**src/hw/rtl/arpr_pkg.sv**
```systemverilog
// Shared types, codes and helpers of the ARP resolver.
`default_nettype none
package arpr_pkg;

	localparam int unsigned CACHE_ENTRIES_DEF = 16;
	localparam int unsigned PENDING_IPS_DEF   = 8;
	localparam int unsigned QUEUE_DEPTH_DEF   = 8;

	localparam logic [15:0] ENTRY_EXPIRY_RST   = 16'd30000;
	localparam logic [15:0] REQUEST_EXPIRY_RST = 16'd5000;

	localparam logic [47:0] BCAST_MAC = 48'hFFFF_FFFF_FFFF;

	localparam logic [1:0] OP_SEND   = 2'd0;
	localparam logic [1:0] OP_RECV   = 2'd1;
	localparam logic [1:0] OP_TICK   = 2'd2;
	localparam logic [1:0] OP_UNUSED = 2'd3;

	localparam logic [1:0] FT_IPV4  = 2'd0;
	localparam logic [1:0] FT_ARP   = 2'd1;
	localparam logic [1:0] FT_OTHER = 2'd2;

	localparam logic [1:0] REG_OWN_MAC   = 2'd0;
	localparam logic [1:0] REG_OWN_IP    = 2'd1;
	localparam logic [1:0] REG_ENTRY_EXP = 2'd2;
	localparam logic [1:0] REG_REQ_EXP   = 2'd3;

	localparam logic [2:0] KIND_NONE    = 3'd0;
	localparam logic [2:0] KIND_IPV4    = 3'd1;
	localparam logic [2:0] KIND_ARP_REQ = 3'd2;
	localparam logic [2:0] KIND_ARP_REP = 3'd3;
	localparam logic [2:0] KIND_DELIVER = 3'd4;
	localparam logic [2:0] KIND_QUEUED  = 3'd5;
	localparam logic [2:0] KIND_DROPPED = 3'd6;

	typedef enum logic [2:0] {
		CL_NONE,
		CL_DELIVER,
		CL_SEND,
		CL_ARP,
		CL_TICK
	} class_t;

	typedef struct packed {
		logic [1:0]  opcode;
		logic [31:0] route_ip;
		logic [7:0]  dgram_handle;
		logic [47:0] frame_dst_mac;
		logic [1:0]  frame_type;
		logic        payload_ok;
		logic        arp_is_request;
		logic [47:0] arp_sender_mac;
		logic [31:0] arp_sender_ip;
		logic [31:0] arp_target_ip;
		logic [15:0] elapsed_ms;
	} item_t;

	typedef struct packed {
		class_t cls;
		item_t  item;
	} front_item_t;

	typedef struct packed {
		logic [2:0]  kind;
		logic [47:0] dst_mac;
		logic [31:0] arp_target_addr;
		logic [7:0]  out_handle;
		logic        last;
	} result_t;

	typedef struct packed {
		logic [47:0] own_mac;
		logic [31:0] own_ip;
		logic [15:0] entry_expiry_ms;
		logic [15:0] request_expiry_ms;
	} cfg_t;

	function automatic result_t make_result(input logic [2:0] kind, input logic [47:0] mac,
			input logic [31:0] tip, input logic [7:0] h, input logic last);
		result_t r;
		r.kind            = kind;
		r.dst_mac         = mac;
		r.arp_target_addr = tip;
		r.out_handle      = h;
		r.last            = last;
		return r;
	endfunction

endpackage
`default_nettype wire

```
**src/hw/rtl/arpr_ram.sv**
```systemverilog
// Generic single-write, single-read RAM with registered read data.
`default_nettype none
module arpr_ram #(
	parameter int unsigned WIDTH = 8,
	parameter int unsigned DEPTH = 64,
	localparam int unsigned AW = (DEPTH > 1) ? $clog2(DEPTH) : 1
) (
	input  wire logic             clk,
	input  wire logic             we,
	input  wire logic [AW-1:0]    waddr,
	input  wire logic [WIDTH-1:0] wdata,
	input  wire logic [AW-1:0]    raddr,
	output logic      [WIDTH-1:0] rdata
);

	logic [WIDTH-1:0] mem_q [DEPTH];

	always_ff @(posedge clk) begin
		if (we) begin
			mem_q[waddr] <= wdata;
		end
		rdata <= mem_q[raddr];
	end

endmodule
`default_nettype wire

```
**src/hw/rtl/arpr_fifo.sv**
```systemverilog
// Small register FIFO used between the front, the engine and the result port.
`default_nettype none
module arpr_fifo #(
	parameter int unsigned WIDTH = 8,
	parameter int unsigned DEPTH = 2,
	localparam int unsigned PW = (DEPTH > 1) ? $clog2(DEPTH) : 1,
	localparam int unsigned CW = $clog2(DEPTH + 1)
) (
	input  wire logic             clk,
	input  wire logic             arst_n,
	input  wire logic             wr,
	input  wire logic [WIDTH-1:0] wdata,
	output logic                  full,
	input  wire logic             rd,
	output logic      [WIDTH-1:0] rdata,
	output logic                  empty
);

	logic [WIDTH-1:0] mem_q [DEPTH];
	logic [PW-1:0]    wptr_q, rptr_q;
	logic [CW-1:0]    cnt_q;
	logic             do_wr, do_rd;

	assign full  = (cnt_q == CW'(DEPTH));
	assign empty = (cnt_q == '0);
	assign do_wr = wr && !full;
	assign do_rd = rd && !empty;
	assign rdata = mem_q[rptr_q];

	always_ff @(posedge clk) begin
		if (do_wr) begin
			mem_q[wptr_q] <= wdata;
		end
	end

	always_ff @(posedge clk or negedge arst_n) begin
		if (!arst_n) begin
			wptr_q <= '0;
			rptr_q <= '0;
			cnt_q  <= '0;
		end else begin
			if (do_wr) begin
				wptr_q <= (wptr_q == PW'(DEPTH - 1)) ? '0 : PW'(wptr_q + 1'b1);
			end
			if (do_rd) begin
				rptr_q <= (rptr_q == PW'(DEPTH - 1)) ? '0 : PW'(rptr_q + 1'b1);
			end
			case ({do_wr, do_rd})
				2'b10:   cnt_q <= CW'(cnt_q + 1'b1);
				2'b01:   cnt_q <= CW'(cnt_q - 1'b1);
				default: cnt_q <= cnt_q;
			endcase
		end
	end

endmodule
`default_nettype wire

```
**src/hw/rtl/arpr_front.sv**
```systemverilog
// Input side: takes items, classifies them and queues them for the engine.
`default_nettype none
module arpr_front (
	input  wire logic                  clk,
	input  wire logic                  arst_n,
	input  wire arpr_pkg::cfg_t        cfg,
	input  wire logic                  push,
	input  wire arpr_pkg::item_t       item,
	output logic                       full,
	input  wire logic                  pop,
	output arpr_pkg::front_item_t      head,
	output logic                       empty
);

	arpr_pkg::class_t      cls;
	arpr_pkg::front_item_t fi;
	logic                  for_us;

	always_comb begin
		for_us = (item.frame_dst_mac == cfg.own_mac) ||
			(item.frame_dst_mac == arpr_pkg::BCAST_MAC);
		case (item.opcode)
			arpr_pkg::OP_SEND: cls = arpr_pkg::CL_SEND;
			arpr_pkg::OP_TICK: cls = arpr_pkg::CL_TICK;
			arpr_pkg::OP_RECV: begin
				if (!for_us || !item.payload_ok) begin
					cls = arpr_pkg::CL_NONE;
				end else if (item.frame_type == arpr_pkg::FT_IPV4) begin
					cls = arpr_pkg::CL_DELIVER;
				end else if (item.frame_type == arpr_pkg::FT_ARP &&
						item.arp_target_ip == cfg.own_ip) begin
					cls = arpr_pkg::CL_ARP;
				end else begin
					cls = arpr_pkg::CL_NONE;
				end
			end
			default: cls = arpr_pkg::CL_NONE;
		endcase
		fi.cls  = cls;
		fi.item = item;
	end

	arpr_fifo #(
		.WIDTH($bits(arpr_pkg::front_item_t)),
		.DEPTH(2)
	) u_q (
		.clk   (clk),
		.arst_n(arst_n),
		.wr    (push),
		.wdata (fi),
		.full  (full),
		.rd    (pop),
		.rdata (head),
		.empty (empty)
	);

endmodule
`default_nettype wire

```
**src/hw/rtl/arpr_engine.sv**
```systemverilog
// Back end: walks the cache and pending tables and produces results.
`default_nettype none
module arpr_engine #(
	parameter int unsigned CACHE_ENTRIES = arpr_pkg::CACHE_ENTRIES_DEF,
	parameter int unsigned PENDING_IPS   = arpr_pkg::PENDING_IPS_DEF,
	parameter int unsigned QUEUE_DEPTH   = arpr_pkg::QUEUE_DEPTH_DEF
) (
	input  wire logic                  clk,
	input  wire logic                  arst_n,
	input  wire arpr_pkg::cfg_t        cfg,
	input  wire arpr_pkg::front_item_t head,
	input  wire logic                  head_valid,
	output logic                       head_pop,
	output arpr_pkg::result_t          res,
	output logic                       res_push,
	input  wire logic                  res_full
);

	localparam int unsigned WALK_N = (CACHE_ENTRIES > PENDING_IPS) ? CACHE_ENTRIES : PENDING_IPS;
	localparam int unsigned WW   = (WALK_N > 1) ? $clog2(WALK_N) : 1;
	localparam int unsigned CIW  = $clog2(CACHE_ENTRIES);
	localparam int unsigned PIW  = (PENDING_IPS > 1) ? $clog2(PENDING_IPS) : 1;
	localparam int unsigned CNTW = $clog2(QUEUE_DEPTH + 1);
	localparam int unsigned HD   = PENDING_IPS * QUEUE_DEPTH;
	localparam int unsigned AW   = (HD > 1) ? $clog2(HD) : 1;

	typedef enum logic [3:0] {
		S_IDLE, S_WALK, S_SEND, S_QUEUE, S_REQ, S_LEARN, S_RD, S_REL, S_TAIL, S_ONE
	} state_t;

	state_t state_q;
	logic [WW-1:0] w_q;
	arpr_pkg::class_t cls_q;
	arpr_pkg::item_t  it_q;

	logic        cache_valid_q [CACHE_ENTRIES];
	logic [31:0] cache_ip_q    [CACHE_ENTRIES];
	logic [47:0] cache_mac_q   [CACHE_ENTRIES];
	logic [15:0] cache_age_q   [CACHE_ENTRIES];
	logic        pend_valid_q  [PENDING_IPS];
	logic [31:0] pend_ip_q     [PENDING_IPS];
	logic        req_out_q     [PENDING_IPS];
	logic [15:0] req_age_q     [PENDING_IPS];
	logic [CNTW-1:0] qcnt_q    [PENDING_IPS];

	logic            hit_q, cfree_q, pm_q, pfree_q, rel_q;
	logic [47:0]     mac_q;
	logic [CIW-1:0]  cfree_idx_q, old_idx_q;
	logic [15:0]     old_age_q;
	logic [PIW-1:0]  p_q, pfree_idx_q;
	logic [CNTW-1:0] p_cnt_q, k_q;
	logic            p_req_q;
	arpr_pkg::result_t res_q;

	logic [CIW-1:0] ci;
	logic [PIW-1:0] pi;
	logic           c_in, p_in, walk_end;
	logic [31:0]    key;
	logic [16:0]    c_sum, r_sum;
	logic [CIW-1:0] victim;
	logic           ram_we;
	logic [AW-1:0]  ram_waddr, ram_raddr;
	logic [7:0]     ram_rdata;
	logic           rel_end;

	assign ci       = w_q[CIW-1:0];
	assign pi       = PIW'(w_q);
	assign c_in     = 32'(w_q) < CACHE_ENTRIES;
	assign p_in     = 32'(w_q) < PENDING_IPS;
	assign walk_end = 32'(w_q) == WALK_N - 1;
	assign key      = (cls_q == arpr_pkg::CL_SEND) ? it_q.route_ip : it_q.arp_sender_ip;
	assign c_sum    = 17'(cache_age_q[ci]) + 17'(it_q.elapsed_ms);
	assign r_sum    = 17'(req_age_q[pi]) + 17'(it_q.elapsed_ms);
	assign victim   = cfree_q ? cfree_idx_q : old_idx_q;
	assign rel_end  = CNTW'(k_q + 1'b1) == p_cnt_q;
	assign head_pop = (state_q == S_IDLE) && head_valid;

	assign ram_we    = (state_q == S_QUEUE) && !res_full &&
		(p_cnt_q < CNTW'(QUEUE_DEPTH));
	assign ram_waddr = AW'(AW'(p_q) * AW'(QUEUE_DEPTH) + AW'(p_cnt_q));
	assign ram_raddr = AW'(AW'(p_q) * AW'(QUEUE_DEPTH) + AW'(k_q));

	arpr_ram #(.WIDTH(8), .DEPTH(HD)) u_handles (
		.clk  (clk),
		.we   (ram_we),
		.waddr(ram_waddr),
		.wdata(it_q.dgram_handle),
		.raddr(ram_raddr),
		.rdata(ram_rdata)
	);

	always_comb begin
		res_push = 1'b0;
		res      = res_q;
		case (state_q)
			S_QUEUE: begin
				res_push = !res_full;
				res = arpr_pkg::make_result(
					(p_cnt_q >= CNTW'(QUEUE_DEPTH)) ? arpr_pkg::KIND_DROPPED
						: arpr_pkg::KIND_QUEUED,
					48'd0, 32'd0, it_q.dgram_handle, p_req_q);
			end
			S_REQ: begin
				res_push = !res_full;
				res = arpr_pkg::make_result(arpr_pkg::KIND_ARP_REQ, arpr_pkg::BCAST_MAC,
					key, 8'd0, 1'b1);
			end
			S_REL: begin
				res_push = !res_full;
				res = arpr_pkg::make_result(arpr_pkg::KIND_IPV4, mac_q, 32'd0, ram_rdata,
					rel_end && !it_q.arp_is_request);
			end
			S_TAIL: begin
				res_push = it_q.arp_is_request && !res_full;
				res = arpr_pkg::make_result(arpr_pkg::KIND_ARP_REP, it_q.arp_sender_mac,
					it_q.arp_sender_ip, 8'd0, 1'b1);
			end
			S_ONE: begin
				res_push = !res_full;
				res      = res_q;
			end
			default: res_push = 1'b0;
		endcase
	end

	always_ff @(posedge clk or negedge arst_n) begin
		if (!arst_n) begin
			state_q <= S_IDLE;
			w_q     <= '0;
			k_q     <= '0;
			hit_q   <= 1'b0;
			cfree_q <= 1'b0;
			pm_q    <= 1'b0;
			pfree_q <= 1'b0;
			rel_q   <= 1'b0;
			p_req_q <= 1'b0;
			p_cnt_q <= '0;
			for (int i = 0; i < CACHE_ENTRIES; i++) begin
				cache_valid_q[i] <= 1'b0;
			end
			for (int i = 0; i < PENDING_IPS; i++) begin
				pend_valid_q[i] <= 1'b0;
				req_out_q[i]    <= 1'b0;
				qcnt_q[i]       <= '0;
			end
		end else begin
			case (state_q)
				S_IDLE: begin
					if (head_valid) begin
						it_q    <= head.item;
						cls_q   <= head.cls;
						w_q     <= '0;
						hit_q   <= 1'b0;
						cfree_q <= 1'b0;
						pm_q    <= 1'b0;
						pfree_q <= 1'b0;
						rel_q   <= 1'b0;
						case (head.cls)
							arpr_pkg::CL_DELIVER: begin
								res_q <= arpr_pkg::make_result(arpr_pkg::KIND_DELIVER, 48'd0,
									32'd0, head.item.dgram_handle, 1'b1);
								state_q <= S_ONE;
							end
							arpr_pkg::CL_SEND, arpr_pkg::CL_ARP, arpr_pkg::CL_TICK:
								state_q <= S_WALK;
							default: begin
								res_q <= arpr_pkg::make_result(arpr_pkg::KIND_NONE, 48'd0,
									32'd0, 8'd0, 1'b1);
								state_q <= S_ONE;
							end
						endcase
					end
				end
				S_WALK: begin
					if (c_in) begin
						if (cls_q == arpr_pkg::CL_TICK) begin
							if (cache_valid_q[ci]) begin
								if (c_sum > {1'b0, cfg.entry_expiry_ms}) begin
									cache_valid_q[ci] <= 1'b0;
								end else begin
									cache_age_q[ci] <= c_sum[15:0];
								end
							end
						end else begin
							if (cache_valid_q[ci] && cache_ip_q[ci] == key && !hit_q) begin
								hit_q <= 1'b1;
								mac_q <= cache_mac_q[ci];
							end
							if (!cache_valid_q[ci] && !cfree_q) begin
								cfree_q     <= 1'b1;
								cfree_idx_q <= ci;
							end
							// strict compare keeps the lowest index on equal ages
							if (w_q == '0 || cache_age_q[ci] > old_age_q) begin
								old_age_q <= cache_age_q[ci];
								old_idx_q <= ci;
							end
						end
					end
					if (p_in) begin
						if (cls_q == arpr_pkg::CL_TICK) begin
							if (pend_valid_q[pi] && req_out_q[pi]) begin
								if (r_sum > {1'b0, cfg.request_expiry_ms}) begin
									req_out_q[pi] <= 1'b0;
									if (qcnt_q[pi] == '0) begin
										pend_valid_q[pi] <= 1'b0;
									end
								end else begin
									req_age_q[pi] <= r_sum[15:0];
								end
							end
						end else begin
							if (pend_valid_q[pi] && pend_ip_q[pi] == key && !pm_q) begin
								pm_q    <= 1'b1;
								p_q     <= pi;
								p_cnt_q <= qcnt_q[pi];
								p_req_q <= req_out_q[pi];
							end
							if (!pend_valid_q[pi] && !pfree_q) begin
								pfree_q     <= 1'b1;
								pfree_idx_q <= pi;
							end
						end
					end
					w_q <= WW'(w_q + 1'b1);
					if (walk_end) begin
						case (cls_q)
							arpr_pkg::CL_SEND: state_q <= S_SEND;
							arpr_pkg::CL_ARP:  state_q <= S_LEARN;
							default: begin
								res_q <= arpr_pkg::make_result(arpr_pkg::KIND_NONE, 48'd0,
									32'd0, 8'd0, 1'b1);
								state_q <= S_ONE;
							end
						endcase
					end
				end
				S_SEND: begin
					if (hit_q) begin
						res_q <= arpr_pkg::make_result(arpr_pkg::KIND_IPV4, mac_q, 32'd0,
							it_q.dgram_handle, 1'b1);
						state_q <= S_ONE;
					end else if (!pm_q && !pfree_q) begin
						res_q <= arpr_pkg::make_result(arpr_pkg::KIND_DROPPED, 48'd0, 32'd0,
							it_q.dgram_handle, 1'b1);
						state_q <= S_ONE;
					end else begin
						if (!pm_q) begin
							pend_valid_q[pfree_idx_q] <= 1'b1;
							pend_ip_q[pfree_idx_q]    <= key;
							req_out_q[pfree_idx_q]    <= 1'b0;
							qcnt_q[pfree_idx_q]       <= '0;
							p_q     <= pfree_idx_q;
							p_cnt_q <= '0;
							p_req_q <= 1'b0;
						end
						state_q <= S_QUEUE;
					end
				end
				S_QUEUE: begin
					if (!res_full) begin
						if (ram_we) begin
							qcnt_q[p_q] <= CNTW'(p_cnt_q + 1'b1);
							p_cnt_q     <= CNTW'(p_cnt_q + 1'b1);
						end
						state_q <= p_req_q ? S_IDLE : S_REQ;
					end
				end
				S_REQ: begin
					if (!res_full) begin
						req_out_q[p_q] <= 1'b1;
						req_age_q[p_q] <= 16'd0;
						state_q        <= S_IDLE;
					end
				end
				S_LEARN: begin
					if (!hit_q) begin
						cache_valid_q[victim] <= 1'b1;
						cache_ip_q[victim]    <= it_q.arp_sender_ip;
						cache_mac_q[victim]   <= it_q.arp_sender_mac;
						cache_age_q[victim]   <= 16'd0;
						mac_q                 <= it_q.arp_sender_mac;
					end
					k_q <= '0;
					state_q <= (pm_q && p_cnt_q != '0) ? S_RD : S_TAIL;
				end
				S_RD: state_q <= S_REL;
				S_REL: begin
					if (!res_full) begin
						k_q <= CNTW'(k_q + 1'b1);
						if (rel_end) begin
							rel_q   <= 1'b1;
							state_q <= S_TAIL;
						end else begin
							state_q <= S_RD;
						end
					end
				end
				S_TAIL: begin
					if (it_q.arp_is_request) begin
						if (!res_full) begin
							if (pm_q) begin
								qcnt_q[p_q] <= '0;
								if (!p_req_q) begin
									pend_valid_q[p_q] <= 1'b0;
								end
							end
							state_q <= S_IDLE;
						end
					end else begin
						if (pm_q) begin
							qcnt_q[p_q]       <= '0;
							req_out_q[p_q]    <= 1'b0;
							pend_valid_q[p_q] <= 1'b0;
						end
						res_q <= arpr_pkg::make_result(arpr_pkg::KIND_NONE, 48'd0, 32'd0,
							8'd0, 1'b1);
						state_q <= rel_q ? S_IDLE : S_ONE;
					end
				end
				S_ONE: begin
					if (!res_full) begin
						state_q <= S_IDLE;
					end
				end
				default: state_q <= S_IDLE;
			endcase
		end
	end

`ifndef SYNTHESIS
	a_no_push_when_full: assert property (@(posedge clk) disable iff (!arst_n)
		res_push |-> !res_full) else $error("result pushed into full queue");
	a_release_in_range: assert property (@(posedge clk) disable iff (!arst_n)
		(state_q == S_REL) |-> (k_q < p_cnt_q)) else $error("release index past count");
	a_queue_count_bound: assert property (@(posedge clk) disable iff (!arst_n)
		(state_q == S_QUEUE) |-> (32'(p_cnt_q) <= QUEUE_DEPTH))
		else $error("pending queue count overflow");
	a_pop_only_idle: assert property (@(posedge clk) disable iff (!arst_n)
		head_pop |=> (state_q != S_IDLE)) else $error("item taken but engine stayed idle");
`endif

endmodule
`default_nettype wire

```
**src/hw/rtl/arp_resolver_with_pending_queue_top.sv**
```systemverilog
// Top level of the ARP resolver: configuration registers, front, engine, result queue.
`default_nettype none
// ARP resolver with per-address pending queues. Items go in through a queue-style
// push/full port and results come out through empty/pop, oldest first; every item
// yields one or more results and the final one carries last. Items are handled one
// at a time by a table-walking engine: after it picks an item up, each send, ARP or
// tick item walks max(CACHE_ENTRIES, PENDING_IPS) entries at one per cycle, then
// emits its results; each released queued handle is read from the handle RAM, which
// has a registered read. Delivered frames and ignored items skip the walk. A full
// result queue stalls the engine.
// A two-entry queue at each side lets the producer and the consumer stall freely.
// Configuration must be written through cfg_we/cfg_index/cfg_data only while the
// block is idle; the block itself does not enforce this.
module arp_resolver_with_pending_queue_top #(
	parameter int unsigned CACHE_ENTRIES = arpr_pkg::CACHE_ENTRIES_DEF,
	parameter int unsigned PENDING_IPS   = arpr_pkg::PENDING_IPS_DEF,
	parameter int unsigned QUEUE_DEPTH   = arpr_pkg::QUEUE_DEPTH_DEF
) (
	input  wire logic        clk,
	input  wire logic        arst_n,
	input  wire logic        cfg_we,
	input  wire logic [1:0]  cfg_index,
	input  wire logic [47:0] cfg_data,
	input  wire logic        push,
	output logic             full,
	input  wire logic [1:0]  opcode,
	input  wire logic [31:0] route_ip,
	input  wire logic [7:0]  dgram_handle,
	input  wire logic [47:0] frame_dst_mac,
	input  wire logic [1:0]  frame_type,
	input  wire logic        payload_ok,
	input  wire logic        arp_is_request,
	input  wire logic [47:0] arp_sender_mac,
	input  wire logic [31:0] arp_sender_ip,
	input  wire logic [31:0] arp_target_ip,
	input  wire logic [15:0] elapsed_ms,
	output logic             empty,
	input  wire logic        pop,
	output logic [2:0]       kind,
	output logic [47:0]      dst_mac,
	output logic [31:0]      arp_target_addr,
	output logic [7:0]       out_handle,
	output logic             last
);

	arpr_pkg::cfg_t        cfg_q;
	arpr_pkg::item_t       item;
	arpr_pkg::front_item_t head;
	arpr_pkg::result_t     eng_res, out_res;
	logic                  head_empty, head_pop, res_push, res_full;

	always_ff @(posedge clk or negedge arst_n) begin
		if (!arst_n) begin
			cfg_q.own_mac           <= '0;
			cfg_q.own_ip            <= '0;
			cfg_q.entry_expiry_ms   <= arpr_pkg::ENTRY_EXPIRY_RST;
			cfg_q.request_expiry_ms <= arpr_pkg::REQUEST_EXPIRY_RST;
		end else if (cfg_we) begin
			case (cfg_index)
				arpr_pkg::REG_OWN_MAC:   cfg_q.own_mac           <= cfg_data;
				arpr_pkg::REG_OWN_IP:    cfg_q.own_ip            <= cfg_data[31:0];
				arpr_pkg::REG_ENTRY_EXP: cfg_q.entry_expiry_ms   <= cfg_data[15:0];
				arpr_pkg::REG_REQ_EXP:   cfg_q.request_expiry_ms <= cfg_data[15:0];
				default:                 cfg_q                   <= cfg_q;
			endcase
		end
	end

	always_comb begin
		item.opcode         = opcode;
		item.route_ip       = route_ip;
		item.dgram_handle   = dgram_handle;
		item.frame_dst_mac  = frame_dst_mac;
		item.frame_type     = frame_type;
		item.payload_ok     = payload_ok;
		item.arp_is_request = arp_is_request;
		item.arp_sender_mac = arp_sender_mac;
		item.arp_sender_ip  = arp_sender_ip;
		item.arp_target_ip  = arp_target_ip;
		item.elapsed_ms     = elapsed_ms;
	end

	arpr_front u_front (
		.clk   (clk),
		.arst_n(arst_n),
		.cfg   (cfg_q),
		.push  (push),
		.item  (item),
		.full  (full),
		.pop   (head_pop),
		.head  (head),
		.empty (head_empty)
	);

	arpr_engine #(
		.CACHE_ENTRIES(CACHE_ENTRIES),
		.PENDING_IPS  (PENDING_IPS),
		.QUEUE_DEPTH  (QUEUE_DEPTH)
	) u_engine (
		.clk       (clk),
		.arst_n    (arst_n),
		.cfg       (cfg_q),
		.head      (head),
		.head_valid(!head_empty),
		.head_pop  (head_pop),
		.res       (eng_res),
		.res_push  (res_push),
		.res_full  (res_full)
	);

	arpr_fifo #(
		.WIDTH($bits(arpr_pkg::result_t)),
		.DEPTH(2)
	) u_outq (
		.clk   (clk),
		.arst_n(arst_n),
		.wr    (res_push),
		.wdata (eng_res),
		.full  (res_full),
		.rd    (pop),
		.rdata (out_res),
		.empty (empty)
	);

	assign kind            = out_res.kind;
	assign dst_mac         = out_res.dst_mac;
	assign arp_target_addr = out_res.arp_target_addr;
	assign out_handle      = out_res.out_handle;
	assign last            = out_res.last;

endmodule
`default_nettype wire
```
**config.mk**
```make
export PLATFORM = sky130hd
export DESIGN_NAME = arp_resolver_with_pending_queue_top
export DESIGN_NICKNAME = d
export VERILOG_FILES = /design/src/hw/rtl/arpr_pkg.sv /design/src/hw/rtl/arpr_ram.sv /design/src/hw/rtl/arpr_fifo.sv /design/src/hw/rtl/arpr_front.sv /design/src/hw/rtl/arpr_engine.sv /design/src/hw/rtl/arp_resolver_with_pending_queue_top.sv
export SDC_FILE = /design/constraint.sdc
export NUM_CORES = 2
export LEC_CHECK = 0
export CORE_UTILIZATION = 50
export CTS_CLUSTER_DIAMETER = 60
export DETAILED_ROUTE_END_ITERATION = 7
export DONT_BUFFER_PORTS = 1
export GPL_ROUTABILITY_DRIVEN = 0
export PLACE_DENSITY = 0.69
export SLEW_MARGIN = 5
export SYNTH_ARGS = -nofsm -noshare
export SYNTH_HDL_FRONTEND = slang
export SYNTH_HIERARCHICAL = 1
export SYNTH_SLANG_ARGS = --single-unit
```
**constraint.sdc**
```tcl
create_clock -name clk -period 14.7 [get_ports clk]
set_input_delay 1.47 -clock clk [delete_from_list [all_inputs] [get_ports clk]]
set_output_delay 1.47 -clock clk [all_outputs]
set_load 0.005 [all_outputs]
```
After elaboration in Yosys (flattened, before gate mapping)
Memory sizes are Yosys's and may differ from the RTL's. A register that Yosys moved wholly into a read port is not among the register bits.
Index checks and enable logic that the tools add are counted.
W data, S select, Z words.
{"block": "word_totals", "ff_bits": 516, "latchBits": 0, "ram_bits": 3066, "romBits": 0, "inputBits": 277, "elab_cells": 492, "memories": 8}
{"name": "u_engine.cache_mac_q", "depth": 16, "width": 48, "rd": 1, "rd_clocked_by_memory_dff": 0, "write_ports": 1, "line_no": "arpr_engine.sv:38", "rtl": "logic [47:0] cache_mac_q [CACHE_ENTRIES];"}
{"name": "u_engine.cache_ip_q", "depth": 16, "width": 32, "rd": 1, "rd_clocked_by_memory_dff": 0, "write_ports": 1, "line_no": "arpr_engine.sv:37", "rtl": "logic [31:0] cache_ip_q [CACHE_ENTRIES];"}
{"name": "u_engine.u_handles.mem_q", "depth": 64, "width": 8, "rd": 1, "rd_clocked_by_memory_dff": 1, "write_ports": 1, "line_no": "arpr_ram.sv:16", "rtl": "logic [WIDTH-1:0] mem_q [DEPTH];"}
{"name": "u_front.u_q.mem_q", "depth": 2, "width": 225, "rd": 1, "rd_clocked_by_memory_dff": 0, "write_ports": 1, "line_no": "arpr_fifo.sv:19", "rtl": "logic [WIDTH-1:0] mem_q [DEPTH];"}
{"name": "u_engine.cache_age_q", "depth": 16, "width": 16, "rd": 1, "rd_clocked_by_memory_dff": 0, "write_ports": 1, "line_no": "arpr_engine.sv:39", "rtl": "logic [15:0] cache_age_q [CACHE_ENTRIES];"}
{"name": "u_engine.pend_ip_q", "depth": 8, "width": 32, "rd": 1, "rd_clocked_by_memory_dff": 0, "write_ports": 1, "line_no": "arpr_engine.sv:41", "rtl": "logic [31:0] pend_ip_q [PENDING_IPS];"}
{"name": "+2 memories"}
{"block": "classes", "addsub": 15, "mul": 0, "div_mod_pow": 0, "magnitude_cmp": 16, "eq_ne": 67, "shifts": 0, "n_mux": 187, "bitwise": 24, "reduce_logical": 97}
{"op": "$pmux W92 S4", "n": 2}
{"op": "$mux W92", "n": 6}
{"op": "$mux W32", "n": 9}
{"op": "$mux W8", "n": 23}
{"op": "$pmux W92 S2", "n": 1}
{"op": "$mux W48", "n": 3}
{"op": "$mux W4", "n": 28}
{"op": "$eq A32 B32 Y1", "n": 3}
{"op": "$mux W16", "n": 6}
{"op": "$pmux W32 S3", "n": 1}
{"op": "$pmux W48 S2", "n": 1}
{"op": "$and A32 B32 Y32", "n": 2}
{"op": "$mux W1", "n": 64}
{"op": "$not A32 Y32", "n": 2}
{"op": "$eq A48 B48 Y1", "n": 1}
{"op": "$eq A48 B48 Y1 const B", "n": 1}
{"op": "$and A8 B8 Y8", "n": 5}
{"op": "$pmux W4 S9", "n": 1}
{"op": "$add A16 B16 Y17", "n": 2}
{"op": "$gt A17 B16 Y1", "n": 2}
{"op": "$bwmux W32", "n": 1}
{"op": "$pmux W16 S2", "n": 1}
{"op": "$pmux W8 S4", "n": 1}
{"op": "$reduce_or A16 Y1", "n": 2}
{"op": "68 further kinds", "n": 238}

Depth between registers and ports, before layout
{"block": "logic_depth", "ltp_word": 13, "depth_mapped": 34, "depth_no_buf": 25}

Cells and area by module
The synthesis kept the hierarchy.
{"mod": "arpr_engine", "instances": 1, "cells_each": 5914, "area_per_inst_um2": 93413.3}
{"mod": "arpr_ram", "instances": 1, "cells_each": 972, "area_per_inst_um2": 20190.6}
{"mod": "arpr_fifo (u_front.u_q)", "instances": 1, "cells_each": 718, "area_per_inst_um2": 16997.6}
{"mod": "arpr_fifo (u_outq)", "instances": 1, "cells_each": 304, "area_per_inst_um2": 7114.3}
{"mod": "arp_resolver_with_pending_queue_top", "instances": 1, "cells_each": 239, "area_per_inst_um2": 4189.0}
{"mod": "arpr_front", "instances": 1, "cells_each": 138, "area_per_inst_um2": 1082.3}

Worst setup path before layout
OpenSTA, ideal clock, no wires.
{"block": "synth_path", "kind": "input to register", "from": "in push", "to": "mem u_front/u_q/mem_q[0][0] in the netlist's numbering (enable)", "setup_time_ps": 814, "arrival_time_ps": 10887, "t_required_ps": 13886, "slack_ps": 2999, "path_stages": 2, "path_buffers": 0, "cell_sequence": "nand2_1 > nor2_1"}
{"block": "synth_between", "elab_chain_len": 3}
{"item": "start, declared", "line_no": "arp_resolver_with_pending_queue_top.sv:24", "rtl": "input wire logic push,"}
{"item": "$logic_and A1 B1 Y1", "line_no": "arpr_fifo.sv:26", "rtl": "assign do_wr = wr && !full;"}
{"item": "$mux W1", "line_no": "arpr_fifo.sv:31", "rtl": "if (do_wr) begin"}
{"item": "$mux W1 (implied by the code)", "line_no": "arpr_fifo.sv:32", "rtl": "mem_q[wptr_q] <= wdata;"}
{"item": "end, declared", "line_no": "arpr_fifo.sv:19"}
No other way between the ends.

Worst setup path in the final report
{"block": "layout_path", "from": "reg u_engine.w_q[0] (netlist: u_engine/ci[0])", "to": "reg u_engine/pend_valid_q[6] in the netlist's numbering"}
{"block": "layout_between", "elab_chain_len": 13, "elab_cells_between_ends": 34}
{"item": "start, declared", "line_no": "arpr_engine.sv:32", "rtl": "logic [WW-1:0] w_q;"}
{"item": "start signal, assigned", "line_no": "arpr_engine.sv:225", "rtl": "w_q <= WW'(w_q + 1'b1);"}
{"item": "parallel branches: the longest is 13 deep, another holds $add A16 B16 Y17"}
{"item": "end signal, assigned by index", "line_no": "arpr_engine.sv:142", "rtl": "pend_valid_q[i] <= 1'b0;"}
{"item": "end signal, assigned by index", "line_no": "arpr_engine.sv:206", "rtl": "pend_valid_q[pi] <= 1'b0;"}
{"item": "end signal, assigned by index", "line_no": "arpr_engine.sv:249", "rtl": "pend_valid_q[pfree_idx_q] <= 1'b1;"}
{"item": "end, declared", "line_no": "arpr_engine.sv:40", "rtl": "logic pend_valid_q [PENDING_IPS];"}
Parallel ways; which one is timed is not known. The select of a mux whose other input is x is not followed.
A chain may end at the register's enable or synchronous reset.

==> results_tabular.tex <==
\begin{tabular}{lr}
\hline
Metric & Value \\
\hline
\multicolumn{2}{l}{\textbf{Yosys}} \\
\quad Total of warnings raised by yosys & 6 \\
\quad Synthesized area divided by synthesized cell count & 17.0 sq um \\
\quad Synthesized netlist net count & 8396 \\
\quad Instance count of the mapped netlist & 8024 \\
\quad Mapped cell area & 137000 sq um \\
\multicolumn{2}{l}{\textbf{Clock tree}} \\
\quad CTS tree & done \\
\quad Clock transition at the registers of the reported paths & 0.06 ns \\
\quad Sink count of the clock tree & 3387 \\
\quad Postcts setup bufs & 0 \\
\quad Cts bufs inserted & 350 \\
\quad Cts-stage hold buffer count & 0 \\
\quad Number of gates resized after cts & 0 \\
\quad Root cell of the clock tree & sky130\_fd\_sc\_hd\_\_clkbuf\_16 \\
\quad Clock latency of the later-clocked register in the worst-skew pair & 0.98 ns \\
\quad Maximum buffer depth of the clock tree & 4 \\
\quad H-tree depth reported by CTS & 5 \\
\multicolumn{2}{l}{\textbf{Worst setup path}} \\
\quad CP Data Required Time & 15.52 ns \\
\quad Critical path data arrival time & 9.15 ns \\
\quad Startpoint-to-endpoint class of the critical path & flip-flop to flip-flop \\
\quad Capture instance of the worst register-to-register path & u\_engine/pend\_valid\_q[6] \\
\quad Crit path launch type & flip-flop \\
\quad Critical path fanouts, max & 45 \\
\quad Kind of capture point of the worst setup path & flip-flop \\
\quad Worst setup path startpoint & u\_engine/ci[0] \\
\quad Flop2flop setup slack & 6.37 ns \\
\quad Register-to-Register Path Depth & 25 \\
\quad Worst R2R Start & u\_engine/ci[0] \\
\multicolumn{2}{l}{\textbf{Die}} \\
\quad Overall die width & 525 um \\
\quad Placeable core region & 271000 sq um \\
\quad Boundary pin count & 371 \\
\quad Vertical die dimension & 525 um \\
\quad Die Area & 275000 sq um \\
\quad Initial Util & 50.4\% \\
\quad Standard-cell row count & 191 \\
\multicolumn{2}{l}{\textbf{Finish}} \\
\quad Proportion of layout cells with a drive suffix above 1 & 17.9\% \\
\quad NumNets Final & 8477 \\
\quad Combined area of the multi-input logic cells & 33500 sq um \\
\quad Filler cells & 20400 \\
\quad Post-route cell area & 152000 sq um \\
\quad Area growth, synth to finish & 11.2\% \\
\quad Total area of sequential cells & 101000 sq um \\
\multicolumn{2}{l}{\textbf{Route}} \\
\quad Antenna viol nets, final & 0 \\
\quad Vias per cell & 6.47 \\
\quad Total via count in the routed design & 77400 \\
\quad DR pass1 iterations & 6 \\
\quad Routed Wire Length & 375000 um \\
\quad Average wire per cell in the routed design & 31.3 um \\
\quad DRC marker count from the first detailed-route iteration & 10100 \\
\quad Final routed DRC violation total & 0 \\
\multicolumn{2}{l}{\textbf{STA}} \\
\quad Final period utilization & 56.7\% \\
\quad Final count of negative-setup-slack endpoints & 0 \\
\quad Max-slew violation count & 0 \\
\quad Worst hold slack after final layout & 0.250 ns \\
\quad Setup Skew & 0.119 ns \\
\quad Transition at the pin with the smallest max-transition slack & 1.37 ns \\
\quad Post-Route Setup TNS & 0 ns \\
\quad Max\_slew headroom & 8.32\% \\
\quad Final hold violations & 0 \\
\quad Crit path time final & 8.33 ns \\
\quad Setup repair after global routing missed its margin & false \\
\quad FMAX & 120 MHz \\
\multicolumn{2}{l}{\textbf{Place}} \\
\quad Total of buffers placed on input and output ports & 0 \\
\quad Post-DP HPWL & 219000 um \\
\quad Total cell area at the placement stage & 141000 sq um \\
\multicolumn{2}{l}{\textbf{Global route}} \\
\quad Pin count of the biggest net entering global routing & 215 \\
\quad Leftover overflow at the end of global routing & 0 \\
\quad Global-route wire length before repair & 537000 um \\
\quad Vias in the first global route & 76500 \\
\quad All-layer global routing usage & 26.7\% \\
\quad Initial antenna violation count & 16 \\
\multicolumn{2}{l}{\textbf{Run}} \\
\quad Max\_cap viols & 0 \\
\multicolumn{2}{l}{\textbf{Power and ir drop}} \\
\quad Power per cell area & 203 nW/um\^{}2 \\
\quad Leakage component of the power & 0.0495 uW \\
\quad Peak ir drop on the vdd network & 201 uV \\
\multicolumn{2}{l}{\textbf{Status}} \\
\quad Status & finished clean \\
\multicolumn{2}{l}{\textbf{Min path}} \\
\quad Classification of the worst-slack hold path & input pin to async pin \\
\hline
\end{tabular}
-- state kept, by name, indices dropped and copies added (netlist names), 8 cells and up --
signal,cells
u_engine/cache_age_q,256
u_engine/mac_q,48
u_engine/res_q,59
u_engine/u_handles/mem_q,512
cfg_q,112
u_engine/pend_ip_q,256
u_engine/qcnt_q,32
u_engine/u_handles/rdata,8
u_engine/old_age_q,16
u_engine/it_q,137
u_outq/mem_q,184
u_engine/cache_ip_q,512
u_engine/cache_valid_q,16
u_engine/cache_mac_q,768
u_front/u_q/mem_q,280
u_engine/pend_valid_q,8
u_engine/req_out_q,8
u_engine/req_age_q,128
-- per-layer routing --
metal / share of wire [%] / vias up / GRT usage [%]
met5: 0.023 / - / 0
met4: 4.2 / 12 / 10.4
met3: 11 / 885 / 5.98
met2: 47 / 4887 / 42.4
met1: 38 / 39500 / 35.9
li1: - / 32100 / -
-- critical path, cell delays in order (launching register included) --
cell,delay (ns)
sky130_fd_sc_hd__dfrtp_4,0.89
sky130_fd_sc_hd__buf_4,0.69
sky130_fd_sc_hd__buf_4,0.64
sky130_fd_sc_hd__or2_2,0.62
sky130_fd_sc_hd__nor2_1,0.11
sky130_fd_sc_hd__a21oi_1,0.16
sky130_fd_sc_hd__nand3_1,0.10
sky130_fd_sc_hd__ha_1,0.23
sky130_fd_sc_hd__fa_1,0.43
sky130_fd_sc_hd__a21o_1,0.23
sky130_fd_sc_hd__a21oi_1,0.29
sky130_fd_sc_hd__o21ai_0,0.20
sky130_fd_sc_hd__a31oi_1,0.42
sky130_fd_sc_hd__o21ai_0,0.16
sky130_fd_sc_hd__a21oi_1,0.20
sky130_fd_sc_hd__xnor2_1,0.11
sky130_fd_sc_hd__ha_1,0.31
sky130_fd_sc_hd__nand2_1,0.09
sky130_fd_sc_hd__nor3_1,0.27
sky130_fd_sc_hd__a21oi_1,0.10
sky130_fd_sc_hd__a211oi_1,0.19
sky130_fd_sc_hd__a31o_2,0.22
sky130_fd_sc_hd__a21oi_1,0.16
sky130_fd_sc_hd__a21oi_1,0.85
sky130_fd_sc_hd__o21ai_0,0.26
sky130_fd_sc_hd__a2bb2oi_1,0.21
-- how the worst max path moves through the flow --
stage	slack (ns)	endpoint	depth (start not counted)
global placement	6.55	u_engine/cache_age_q[14][6]	24
floorplan	6.68	u_front/u_q/mem_q[0][0]	2
finish	6.37	u_engine/pend_valid_q[6]	25
CTS	6.51	u_engine/cache_age_q[13][13]	24
detailed placement	6.64	u_engine/cache_age_q[5][14]	24
global route	5.76	u_engine/pend_valid_q[6]	25
-- metrics by stage --
step | setup slack [ns] | utilization, % | std cells | total power [uW]
6_report | 6.37 | 56.0 | 12000 | 30800
5_1_grt | 5.76 | 56.0 | 12000 | 31800
4_1_cts | 6.51 | 56.0 | 12000 | 30800
3_5_place_dp | 6.64 | 51.9 | 11300 | 22100
3_3_place_gp | 6.55 | 51.9 | 11300 | 21900
2_1_floorplan | 6.68 | - | 8024 | 18800
-- power breakdown --
group          total (uW)  leakage, uW  switching (uW)  internal, uW
Combinational        8900       0.0127            6000          2890
Clock                8700      0.00544            3730          4970
Sequential          13200       0.0313             647         12600
Total               30800       0.0495           10400         20500
-- final cells by class --
class | count | share of cell area (%)
Antenna cell | 11 | 0.0181
Multi-Input combinational cell | 4038 | 22.0
Inverter | 131 | 0.329
Clock inverter | 183 | 1.26
Timing Repair Buffer | 197 | 1.02
Sequential cell | 3387 | 66.2
Tap cell | 3570 | 2.94
Clock buffer | 449 | 6.14
-- layout by cell type, fill, tap and decap left out, types with 60 or more instances in the layout --
cell type,count
sky130_fd_sc_hd__o22ai_1,67
sky130_fd_sc_hd__mux2_4,160
sky130_fd_sc_hd__xor2_1,89
sky130_fd_sc_hd__a221o_1,61
sky130_fd_sc_hd__buf_4,191
sky130_fd_sc_hd__mux2i_1,320
sky130_fd_sc_hd__a21oi_1,296
sky130_fd_sc_hd__dfrtp_1,184
sky130_fd_sc_hd__and3_1,60
sky130_fd_sc_hd__nand4_1,61
sky130_fd_sc_hd__clkbuf_16,355
sky130_fd_sc_hd__a221oi_1,179
sky130_fd_sc_hd__a22o_1,79
sky130_fd_sc_hd__mux2_2,326
sky130_fd_sc_hd__a31oi_1,81
sky130_fd_sc_hd__ha_1,93
sky130_fd_sc_hd__nand2_1,322
sky130_fd_sc_hd__inv_1,124
sky130_fd_sc_hd__nand3_1,63
sky130_fd_sc_hd__nor2_1,436
sky130_fd_sc_hd__xnor2_1,93
sky130_fd_sc_hd__clkbuf_1,85
sky130_fd_sc_hd__edfxtp_1,3173
sky130_fd_sc_hd__mux4_2,204
sky130_fd_sc_hd__a22oi_1,173
sky130_fd_sc_hd__o21ai_0,267
sky130_fd_sc_hd__clkinv_1,70
Note: power is estimated with default switching activity, not from simulation.
